`src/sv/tlptb_pkg.sv`:
```
`default_nettype none

package tlptb_pkg;

	// Result status codes.
	localparam logic [2:0] ST_WRITTEN    = 3'd0;
	localparam logic [2:0] ST_SAME       = 3'd1;
	localparam logic [2:0] ST_CONFLICT   = 3'd2;
	localparam logic [2:0] ST_EXHAUSTED  = 3'd3;
	localparam logic [2:0] ST_MISALIGNED = 3'd4;

	// Table geometry of the short-descriptor format.
	localparam int L1_DEPTH   = 4096;
	localparam int L2_ENTRIES = 256;

	// Controller states, one-hot.
	typedef enum logic [3:0] {
		S_CLEAR  = 4'b0001,
		S_IDLE   = 4'b0010,
		S_LOOKUP = 4'b0100,
		S_CHECK  = 4'b1000
	} state_t;

	// Commands from the controller to the datapath.
	typedef struct packed {
		logic clear;
		logic accept;
		logic lookup;
		logic check;
	} cmd_t;

	// Status from the datapath to the controller.
	typedef struct packed {
		logic clear_last;
		logic lookup_stop;
	} sts_t;

endpackage

`default_nettype wire

```
`src/sv/tlptb_ctrl.sv`:
```
`default_nettype none

module tlptb_ctrl (
	input  wire logic              clk,
	input  wire logic              arst_n,
	input  wire logic              start,
	output logic                   busy,
	output tlptb_pkg::cmd_t        cmd,
	input  wire tlptb_pkg::sts_t   sts
);

	import tlptb_pkg::*;

	state_t state_q;
	state_t state_d;

	// Next-state logic.
	always_comb begin
		state_d = state_q;
		unique case (state_q)
			S_CLEAR: begin
				if (sts.clear_last) begin
					state_d = S_IDLE;
				end
			end
			S_IDLE: begin
				if (start) begin
					state_d = S_LOOKUP;
				end
			end
			S_LOOKUP: begin
				state_d = sts.lookup_stop ? S_IDLE : S_CHECK;
			end
			S_CHECK: begin
				state_d = S_IDLE;
			end
			default: begin
				state_d = S_CLEAR;
			end
		endcase
	end

	// The clearing pass runs after every reset.
	always_ff @(posedge clk or negedge arst_n) begin
		if (!arst_n) begin
			state_q <= S_CLEAR;
		end else begin
			state_q <= state_d;
		end
	end

	// Commands to the datapath.
	assign cmd.clear  = (state_q == S_CLEAR);
	assign cmd.accept = (state_q == S_IDLE) && start;
	assign cmd.lookup = (state_q == S_LOOKUP);
	assign cmd.check  = (state_q == S_CHECK);
	assign busy       = (state_q != S_IDLE);

endmodule

`default_nettype wire

```
`config.mk`:
```
export PLATFORM = sky130hd
export DESIGN_NAME = tlptb_ctrl
export DESIGN_NICKNAME = d
export VERILOG_FILES = /design/src/sv/tlptb_pkg.sv /design/src/sv/tlptb_ctrl.sv
export SDC_FILE = /design/constraint.sdc
export NUM_CORES = 1
export LEC_CHECK = 0
export ABC_AREA = 0
export BUFFER_PORTS_ARGS = -buffer_cell sky130_fd_sc_hd__buf_2
export CAP_MARGIN = 20
export CORE_AREA = 2 2 39 41
export DETAILED_ROUTE_END_ITERATION = 7
export DIE_AREA = 0 0 41 43
export PLACE_DENSITY = 0.35
export RECOVER_POWER = 100
export SETUP_SLACK_MARGIN = 0.15
export SLEW_MARGIN = 25
export SYNTH_ARGS = -nofsm -noshare
export SYNTH_HDL_FRONTEND = slang
export SYNTH_SLANG_ARGS = --single-unit
```
`constraint.sdc`:
```
create_clock -name clk -period 1.25 [get_ports clk]
set_clock_uncertainty 0.15 [all_clocks]
set_input_delay 0.1875 -clock clk [delete_from_list [all_inputs] [get_ports clk]]
set_output_delay 0.1875 -clock clk [all_outputs]
set_load 0.01 [all_outputs]
```
==> results of run 1 <==
through the flow:
| step | hold slack (ns) | util |
|---|---|---|
| detailed placement | -0.154 | 0.250 |
| CTS | -0.00981 | 0.317 |
| finish | -0.00182 | 0.328 |
| global route | -0.0133 | 0.328 |
| global placement | -0.160 | 0.250 |
| floorplan | -0.258 | - |
metal layers:
layer | vias to the layer above | routed length, um | global-route usage
li1 | 119 | - | -
met1 | 115 | 274 | 0.130
met2 | 7 | 318 | 0.138
met3 | 0 | 34 | 0.0524
met4 | 0 | 0 | 0.0600
met5 | - | 0 | 0
final cells by class:
type	instances	area, um^2
fillers	152	930
repair buffers	17	130
inverters	2	7.51
flip-flops and latches	4	105
multi-input cells	15	165
well taps	16	20.0
clock buffers	4	26.3
synthesized netlist by cell type:
cell type  number  area, um^2
inv_1           2        7.51
nor3_1          2        10.0
dfrtp_1         3        75.1
nand2b_1        1        6.26
and2_1          2        12.5
nand2b_2        1        8.76
nor4_1          1        6.26
a221o_1         1        10.0
o21ai_2         1        8.76
nor4b_4         1        23.8
nor4b_2         1        15.0
dfstp_2         1        26.3
a221oi_1        1        8.76
nand2_1         1        3.75
nor2_1          2        7.51
power breakdown:
part	internal, uW	switching, uW
Clock	120	53.0
Combinational	253	173
Sequential	182	60.9
cell families (layout without fill, tap and decap cells):
family | count (synthesis) | after routing
AND/OR/NAND/NOR | 12 | 12
flip-flops | 4 | 4
AO/OA/AOI/OAI | 3 | 3
buffers and inverters | 2 | 23
what timing repair did:
item | in CTS | in global routing
endpoints found under the hold margin | 6 | 1
setup buffers | 1 | 1
pin swaps | 3 | 1
setup endpoints to repair | 9 | 9
resized for setup | 10 | 2
worst max-delay path by stage:
stage / start / endpoint / slack, ns / cells after the start
final: state_q[3] / cmd[2] / -0.39 / 3
after detailed placement: state_q[2] / cmd[2] / -0.15 / 3
after CTS: state_q[3] / cmd[2] / -0.42 / 3
after floorplan: state_q[3] / cmd[2] / -0.03 / 2
after global placement: state_q[2] / cmd[2] / -0.16 / 3
after global routing: state_q[3] / cmd[2] / -0.48 / 3
critical path: cells and delay by family (launching register included):
kind / cells / cell delay [ns]
and+or+nand+nor: 2 / 0.55
buffers and inverters: 1 / 0.09
DFF: 1 / 0.42
==> impl_metrics.env, run 1 <==
export IMPL_r2r_cells=5
export IMPL_holdBufCountCts=1
export IMPL_hp_start="sts[1]"
export IMPL_min_path_type="input pin to flop"
export IMPL_synth_area_mux_share=0
export IMPL_layout_common_cells="6 x buf_2, 5 x buf_6, 4 x buf_4"
export IMPL_layout_setup_ws_ns=-0.388
export IMPL_syn_cell_area_um2=230
export IMPL_h_tree_depth=1
export IMPL_antenna_found_initial=0
export IMPL_critical_path_max_fanout=4
export IMPL_place_area_um2=345
export IMPL_synth_compound_area_share=0.120
export IMPL_numCtsBuffers=3
export IMPL_grt_pass1_wl_um=1190
export IMPL_num_rows=14
export IMPL_ant_nets=0
export IMPL_final_nets=48
export IMPL_crit_type="flop to output pin"
export IMPL_rsz0062_at_grt="yes"
export IMPL_synth_ff_latch_count=4
export IMPL_synth_adder_area_share=0
export IMPL_area_growth_pct=97.3
export IMPL_drive_gt1_frac=0.762
export IMPL_numClockSinks=4
export IMPL_dp_cells=51
export IMPL_min_path_cells=2
export IMPL_worstPathRequired_ns=0.91
export IMPL_drt_initial_drc_count=1
export IMPL_hold_end="state_q[0]"
export IMPL_diodes=0
export IMPL_place_ws_ns=-0.152
export IMPL_track_usage=0.104
export IMPL_start_util=0.166
export IMPL_start_kind="flop"
export IMPL_period_needed_ns=1.64
export IMPL_violations="negative hold slack, negative setup slack"
export IMPL_maxSlewViolCount=0
export IMPL_critPathCaptureType="output pin"
export IMPL_portBuffers=9
export IMPL_top_register="state_q"
export IMPL_dp_hpwl_um=476
export IMPL_finalNonFillerCells=58
export IMPL_ys_seq_area_frac=0.440
export IMPL_synth_cell_type_count=15
export IMPL_synth_nets=26
export IMPL_report_final_setup_viol=7
export IMPL_syn_avg_cell_area_um2=11.0
export IMPL_core_area_um2=1380
export IMPL_grt_max_degree=5
export IMPL_avgViaCountPerCell=4.16
export IMPL_status="finished, violations left"
export IMPL_drt_total_wl_um=627
export IMPL_routedWlPerCell_um=10.8
export IMPL_cpMaxStageDelayCell="dfrtp_2"
export IMPL_cts_root_buf="clkbuf_4"
export IMPL_hold_ws_ns=-0.00182
export IMPL_synth_simple_area_share=0.408
export IMPL_cap_violations=0
export IMPL_route_vias_total=241
export IMPL_fin_area_um2=454
export IMPL_die_y_um=43
export IMPL_final_common_cell="buf_2"
export IMPL_yosys_area_share_xor_xnor=0
export IMPL_rr_endpoint="state_q[1]"
export IMPL_insertion_delay_ns=0.24
export IMPL_gp_congestion=0.689
export IMPL_clk_pin_slew_worst_paths_ns=0.04
export IMPL_relSlewSlack=0.791
export IMPL_max_stage_delay_ns=0.42
export IMPL_drc=0
export IMPL_die_w_um=41
export IMPL_setup_tns_ns=-1.87
export IMPL_cts_buffer_depth=2
export IMPL_fin_crit_sh=1.31
export IMPL_peakVddDrop_uv=931
export IMPL_die_area_um2=1760
export IMPL_power_uw=841
export IMPL_arrival_ns=1.30
export IMPL_tightest_slew_ns=0.313
export IMPL_hold_viol_final=2
export IMPL_crit_chain="nor4b_4 > and2_4 > buf_6"
export IMPL_regToRegSetupSlack_ns=-0.14
export IMPL_r2r_start="state_q[3]"
export IMPL_drtPass1Iterations=2
export IMPL_grt_ovfl_total=0
export IMPL_largest_reg_flops=4
export IMPL_syn_inst=21
export IMPL_leakage_uw=0.000206
export IMPL_max_freq_mhz=610
export IMPL_cellPowerDensity_nw_per_um2=1850
export IMPL_top_regs="state_q (4)"
export IMPL_ios=10
export IMPL_cts_tree="built"
export IMPL_yosysWarningCount=0
export IMPL_synth_top_family_by_area="simple AND/OR/NAND/NOR gates"
export IMPL_grt_pass1_vias=262
Power figures use the tool's default switching activity.
==> run 2, diff against run 1 <==
--- a/config.mk
+++ b/config.mk
@@ -11,7 +11,6 @@
 export CORE_AREA = 2 2 39 41
 export DETAILED_ROUTE_END_ITERATION = 7
 export DIE_AREA = 0 0 41 43
-export PLACE_DENSITY = 0.35
 export RECOVER_POWER = 100
 export SETUP_SLACK_MARGIN = 0.15
 export SLEW_MARGIN = 25
==> constraint.sdc (replaced) <==
create_clock -name clk -period 1.25 [get_ports clk]
set_clock_uncertainty 0.15 [all_clocks]
set_input_delay 0.125 -clock clk [delete_from_list [all_inputs] [get_ports clk]]
set_output_delay 0.125 -clock clk [all_outputs]
set_load 0.01 [all_outputs]
==> run 2 against run 1 <==
  * The flow still finishes with violations (negative hold slack, negative setup slack)
  * Fmax up 5.8%
  * Hold slack worse by 0.071 ns
  * Cell area up 13%
  * Critical path depth up 1
  * Combinational power up 28%
  * Count of clock-buffer cells in the layout unchanged
  * Register-to-register slack worse by 0.06 ns
  * Largest cell class unchanged
==> impl_metrics.env, run 2 (same netlist as run 1, synthesis figures left out) <==
export IMPL_min_path_type="input pin to flop"
export IMPL_arrival_ns=1.27
export IMPL_drive_gt1_frac=0.766
export IMPL_dp_hpwl_um=426
export IMPL_largest_reg_flops=4
export IMPL_route_vias_total=256
export IMPL_hold_viol_final=1
export IMPL_diodes=0
export IMPL_p_switching_uw=326
export IMPL_crit_chain="nor4b_4 > buf_4 > inv_4 > buf_6"
export IMPL_clk_pin_slew_worst_paths_ns=0.04
export IMPL_gp_congestion=0.811
export IMPL_cellPowerDensity_nw_per_um2=1860
export IMPL_hold_ws_ns=-0.0732
export IMPL_maxSlewViolCount=0
export IMPL_cts_root_buf="clkbuf_4"
export IMPL_grt_pass1_vias=282
export IMPL_drt_initial_drc_count=1
export IMPL_pwr_share_clk=0.187
export IMPL_rsz0062_at_grt="yes"
export IMPL_layout_setup_ws_ns=-0.299
export IMPL_core_area_um2=1380
export IMPL_drtPass1Iterations=2
export IMPL_ant_nets=0
export IMPL_top_register="state_q"
export IMPL_numCtsBuffers=3
export IMPL_critical_path_max_fanout=3
export IMPL_cts_buffer_depth=2
export IMPL_final_nets=53
export IMPL_holdBufCountCts=3
export IMPL_leakage_uw=0.000237
export IMPL_crit_type="flop to output pin"
export IMPL_die_w_um=41
export IMPL_report_final_setup_viol=8
export IMPL_intPower_uw=631
export IMPL_layout_common_cells="7 x buf_4, 6 x buf_2, 5 x buf_6"
export IMPL_numClockSinks=4
export IMPL_critPathCaptureType="output pin"
export IMPL_period_needed_ns=1.55
export IMPL_start_util=0.166
export IMPL_grt_ovfl_total=0
export IMPL_h_tree_depth=1
export IMPL_routedWlPerCell_um=10.7
export IMPL_drc=0
export IMPL_die_y_um=43
export IMPL_die_area_um2=1760
export IMPL_relSlewSlack=0.807
export IMPL_avgViaCountPerCell=4.06
export IMPL_area_growth_pct=124
export IMPL_drt_total_wl_um=672
export IMPL_peakVddDrop_uv=765
export IMPL_dp_cells=50
export IMPL_top_regs="state_q (4)"
export IMPL_start_kind="flop"
export IMPL_max_stage_delay_ns=0.41
export IMPL_pwr_share_seq=0.244
export IMPL_finalNonFillerCells=63
export IMPL_final_common_cell="buf_4"
export IMPL_p_sw_frac=0.341
export IMPL_cap_violations=0
export IMPL_insertion_delay_ns=0.24
export IMPL_worstPathRequired_ns=0.98
export IMPL_status="finished, violations left"
export IMPL_ios=10
export IMPL_antenna_found_initial=0
export IMPL_portBuffers=9
export IMPL_setup_tns_ns=-1.75
export IMPL_max_freq_mhz=645
export IMPL_grt_pass1_wl_um=1180
export IMPL_tightest_slew_ns=0.289
export IMPL_track_usage=0.104
export IMPL_violations="negative hold slack, negative setup slack"
export IMPL_comb_power_share=0.569
export IMPL_fin_crit_sh=1.24
export IMPL_grt_max_degree=5
export IMPL_cpMaxStageDelayCell="dfrtp_1"
export IMPL_num_rows=14
export IMPL_final_core_util=0.373
export IMPL_cts_tree="built"
[run 2: timing repair]
item | 4_1_cts | 5_1_grt
setup endpoints to repair | 9 | 9
pin swaps | 3 | 2
hold endpoints to repair | 8 | 1
gates resized for setup | 10 | 7
buffers inserted | 4 | 2
[run 2: worst max-delay path, delay by kind of cell, from the launching register on]
family	cells	cell delay (ns)
flip-flops	1	0.41
AND/OR/NAND/NOR	1	0.30
buffers and inverters	3	0.32
[run 2: worst paths after layout]
path,startpoint,to,slack [ns],cells past startpoint
max,state_q[3],busy,-0.30,4
min,sts[1],state_q[0],-0.07,2
max reg2reg,state_q[0],state_q[1],-0.20,6
min reg2reg,state_q[1],state_q[3],0.46,2
max in group asynchronous,arst_n,state_q[0],0.60,2
min in group asynchronous,arst_n,state_q[3],0.09,2
[run 2: layer usage]
metal | global-route usage | up-vias | wire (um)
met5 | 0 | - | 0
met2 | 0.138 | 7 | 365
li1 | - | 128 | -
met3 | 0.0209 | 0 | 36
met4 | 0.100 | 0 | 0
met1 | 0.130 | 121 | 270
[run 2: power by group through the flow]
stage                     logic, uW  clock network (uW)  registers [uW]
after floorplan                 180                   0             239
after global placement          317                   0             231
after detailed placement        319                   0             228
after CTS                       469                 188             231
after global routing            588                 189             241
final                           544                 179             234
[run 2: cell type report]
cell class	instances	area [um^2]
Timing Repair Buffer	22	173
Tap cell	16	20.0
Fill cell	157	868
Clock buffer	4	26.3
Inverter	2	10.0
Multi-Input combinational cell	15	184
Sequential cell	4	103
[run 2: metrics by stage]
step | total power, uW | worst slack (ns) | hold slack, ns | area [um^2]
final | 957 | -0.299 | -0.0732 | 515
after global routing | 1020 | -0.365 | -0.0676 | 515
after CTS | 888 | -0.321 | -0.101 | 480
after detailed placement | 547 | -0.117 | -0.213 | 337
after global placement | 548 | -0.101 | -0.219 | 337
after floorplan | 419 | -0.0235 | -0.321 | 241
==> run 3, diff against run 2 <==
--- a/config.mk
+++ b/config.mk
@@ -6,7 +6,7 @@
 export NUM_CORES = 1
 export LEC_CHECK = 0
 export ABC_AREA = 0
-export BUFFER_PORTS_ARGS = -buffer_cell sky130_fd_sc_hd__buf_2
+export BUFFER_PORTS_ARGS = -buffer_cell sky130_fd_sc_hd__buf_4
 export CAP_MARGIN = 20
 export CORE_AREA = 2 2 39 41
 export DETAILED_ROUTE_END_ITERATION = 7
==> run 3 against run 2 <==
  * The flow still finishes with violations (negative hold slack, negative setup slack)
  * Register-to-register slack better by 0.05 ns
  * Via count up 9.0%
  * Clock power about the same
  * Core utilization up 3.4 points
  * Hold slack worse by 0.019 ns
  * Cell area up 9.2%
  * Routed wire length up 7.7%
  * Sequential power down 2%
  * Count of clock-buffer cells in the layout unchanged
  * Critical path type unchanged
  * Largest power group unchanged
==> impl_metrics.env, run 3 (same netlist as run 1, synthesis figures left out) <==
export IMPL_hold_viol_final=2
export IMPL_layout_common_cells="13 x buf_4, 8 x buf_6, 3 x clkbuf_4, 3 x dlygate4sd3_1"
export IMPL_insertion_delay_ns=0.24
export IMPL_regArea_um2=103
export IMPL_place_ws_ns=-0.125
export IMPL_min_path_type="input pin to flop"
export IMPL_drt_total_wl_um=724
export IMPL_top_regs="state_q (4)"
export IMPL_multiInputGateArea_um2=185
export IMPL_drc=0
export IMPL_cpMaxStageDelayCell="dfrtp_1"
export IMPL_peakVddDrop_uv=785
export IMPL_fillers=145
export IMPL_grt_pass1_wl_um=1120
export IMPL_numCtsBuffers=3
export IMPL_critPathCaptureType="output pin"
export IMPL_die_w_um=41
export IMPL_cts_root_buf="clkbuf_4"
export IMPL_grt_max_degree=5
export IMPL_core_area_um2=1380
export IMPL_grt_ovfl_total=0
export IMPL_diodes=0
export IMPL_comb_power_share=0.597
export IMPL_rsz0062_at_grt="yes"
export IMPL_layout_setup_ws_ns=-0.333
export IMPL_arrival_ns=1.31
export IMPL_start_util=0.166
export IMPL_ant_nets=0
export IMPL_clk_pin_slew_worst_paths_ns=0.04
export IMPL_drtPass1Iterations=4
export IMPL_num_rows=14
export IMPL_finalNonFillerCells=66
export IMPL_holdBufCountCts=3
export IMPL_p_switching_uw=347
export IMPL_period_needed_ns=1.58
export IMPL_track_usage=0.0978
export IMPL_fin_area_um2=563
export IMPL_grt_pass1_vias=275
export IMPL_relSlewSlack=0.805
export IMPL_cts_tree="built"
export IMPL_antenna_found_initial=0
export IMPL_critical_path_max_fanout=3
export IMPL_regToRegSetupSlack_ns=-0.15
export IMPL_die_area_um2=1760
export IMPL_final_common_cell="buf_4"
export IMPL_dp_hpwl_um=460
export IMPL_avgViaCountPerCell=4.23
export IMPL_p_sw_frac=0.344
export IMPL_worstPathRequired_ns=0.98
export IMPL_h_tree_depth=1
export IMPL_route_vias_total=279
export IMPL_crit_chain="buf_6 > nor4b_4 > buf_4"
export IMPL_crit_buf_inv=2
export IMPL_dp_cells=50
export IMPL_cap_violations=0
export IMPL_max_stage_delay_ns=0.42
export IMPL_final_nets=56
export IMPL_pwr_share_clk=0.176
export IMPL_cellPowerDensity_nw_per_um2=1790
export IMPL_hold_ws_ns=-0.0921
export IMPL_numClockSinks=4
export IMPL_max_freq_mhz=632
export IMPL_place_area_um2=359
export IMPL_gp_congestion=0.707
export IMPL_fin_crit_sh=1.27
export IMPL_pwr_share_seq=0.227
export IMPL_cts_buffer_depth=2
export IMPL_crit_type="flop to output pin"
export IMPL_top_register="state_q"
export IMPL_largest_reg_flops=4
export IMPL_report_final_setup_viol=8
export IMPL_maxSlewViolCount=0
export IMPL_tightest_slew_ns=0.292
export IMPL_drive_gt1_frac=0.740
export IMPL_ios=10
export IMPL_die_y_um=43
export IMPL_intPower_uw=661
export IMPL_status="finished, violations left"
export IMPL_portBuffers=9
export IMPL_leakage_uw=0.000259
export IMPL_critical_path_top_delay_family="flip-flops"
export IMPL_routedWlPerCell_um=11.0
export IMPL_drt_initial_drc_count=2
export IMPL_violations="negative hold slack, negative setup slack"
export IMPL_area_growth_pct=145
export IMPL_start_kind="flop"
[run 3: changes by cell type in the layout (fill, tap and decap cells not counted), sizes merged]
cell and change:
buf +3
[run 3: power by group through the flow]
stage          Sequential [uW]  Combinational (uW)  Clock, uW
2_1_floorplan              239                 180          0
3_3_place_gp               231                 342          0
3_5_place_dp               233                 352          0
4_1_cts                    230                 494        186
5_1_grt                    236                 646        204
6_report                   229                 602        177
[run 3: path summary, 6_finish.rpt]
path / start / endpoint / cells past startpoint
min in group asynchronous: arst_n / state_q[1] / 2
max in group asynchronous: arst_n / state_q[0] / 2
setup / recovery: state_q[3] / cmd[3] / 3
hold / removal: sts[1] / state_q[0] / 2
hold reg to reg: state_q[1] / state_q[3] / 2
setup reg to reg: state_q[0] / state_q[1] / 4
[run 3: routing by layer]
| metal | GRT usage | part of all wire |
|---|---|---|
| met5 | 0 | 0 |
| met4 | 0.0400 | 0 |
| met3 | 0.0576 | 0.070 |
| met2 | 0.150 | 0.57 |
| met1 | 0.104 | 0.36 |
[run 3: repair_timing]
action / in CTS / in global routing
setup buffers: 5 / 4
setup endpoints to repair: 9 / 9
hold endpoints to repair: 8 / 2
cloned: 0 / 0
resized for setup: 11 / 7
pin swaps: 3 / 5
[run 3: final cells by class]
class / count / share of cell area
multi-input combinational: 15 / 0.329
inverter: 2 / 0.0133
sequential: 4 / 0.182
timing repair buffer: 25 / 0.393
tap: 16 / 0.0356
clock buffer: 4 / 0.0467
[run 3: stage by stage]
stage	utilization	total power (uW)	hold slack [ns]	TNS [ns]
5_1_grt	0.407	1090	-0.0869	-2.22
3_3_place_gp	0.259	573	-0.228	-0.273
6_report	0.407	1010	-0.0921	-1.69
2_1_floorplan	-	419	-0.321	-0.0272
4_1_cts	0.364	911	-0.0941	-1.73
3_5_place_dp	0.259	585	-0.227	-0.399
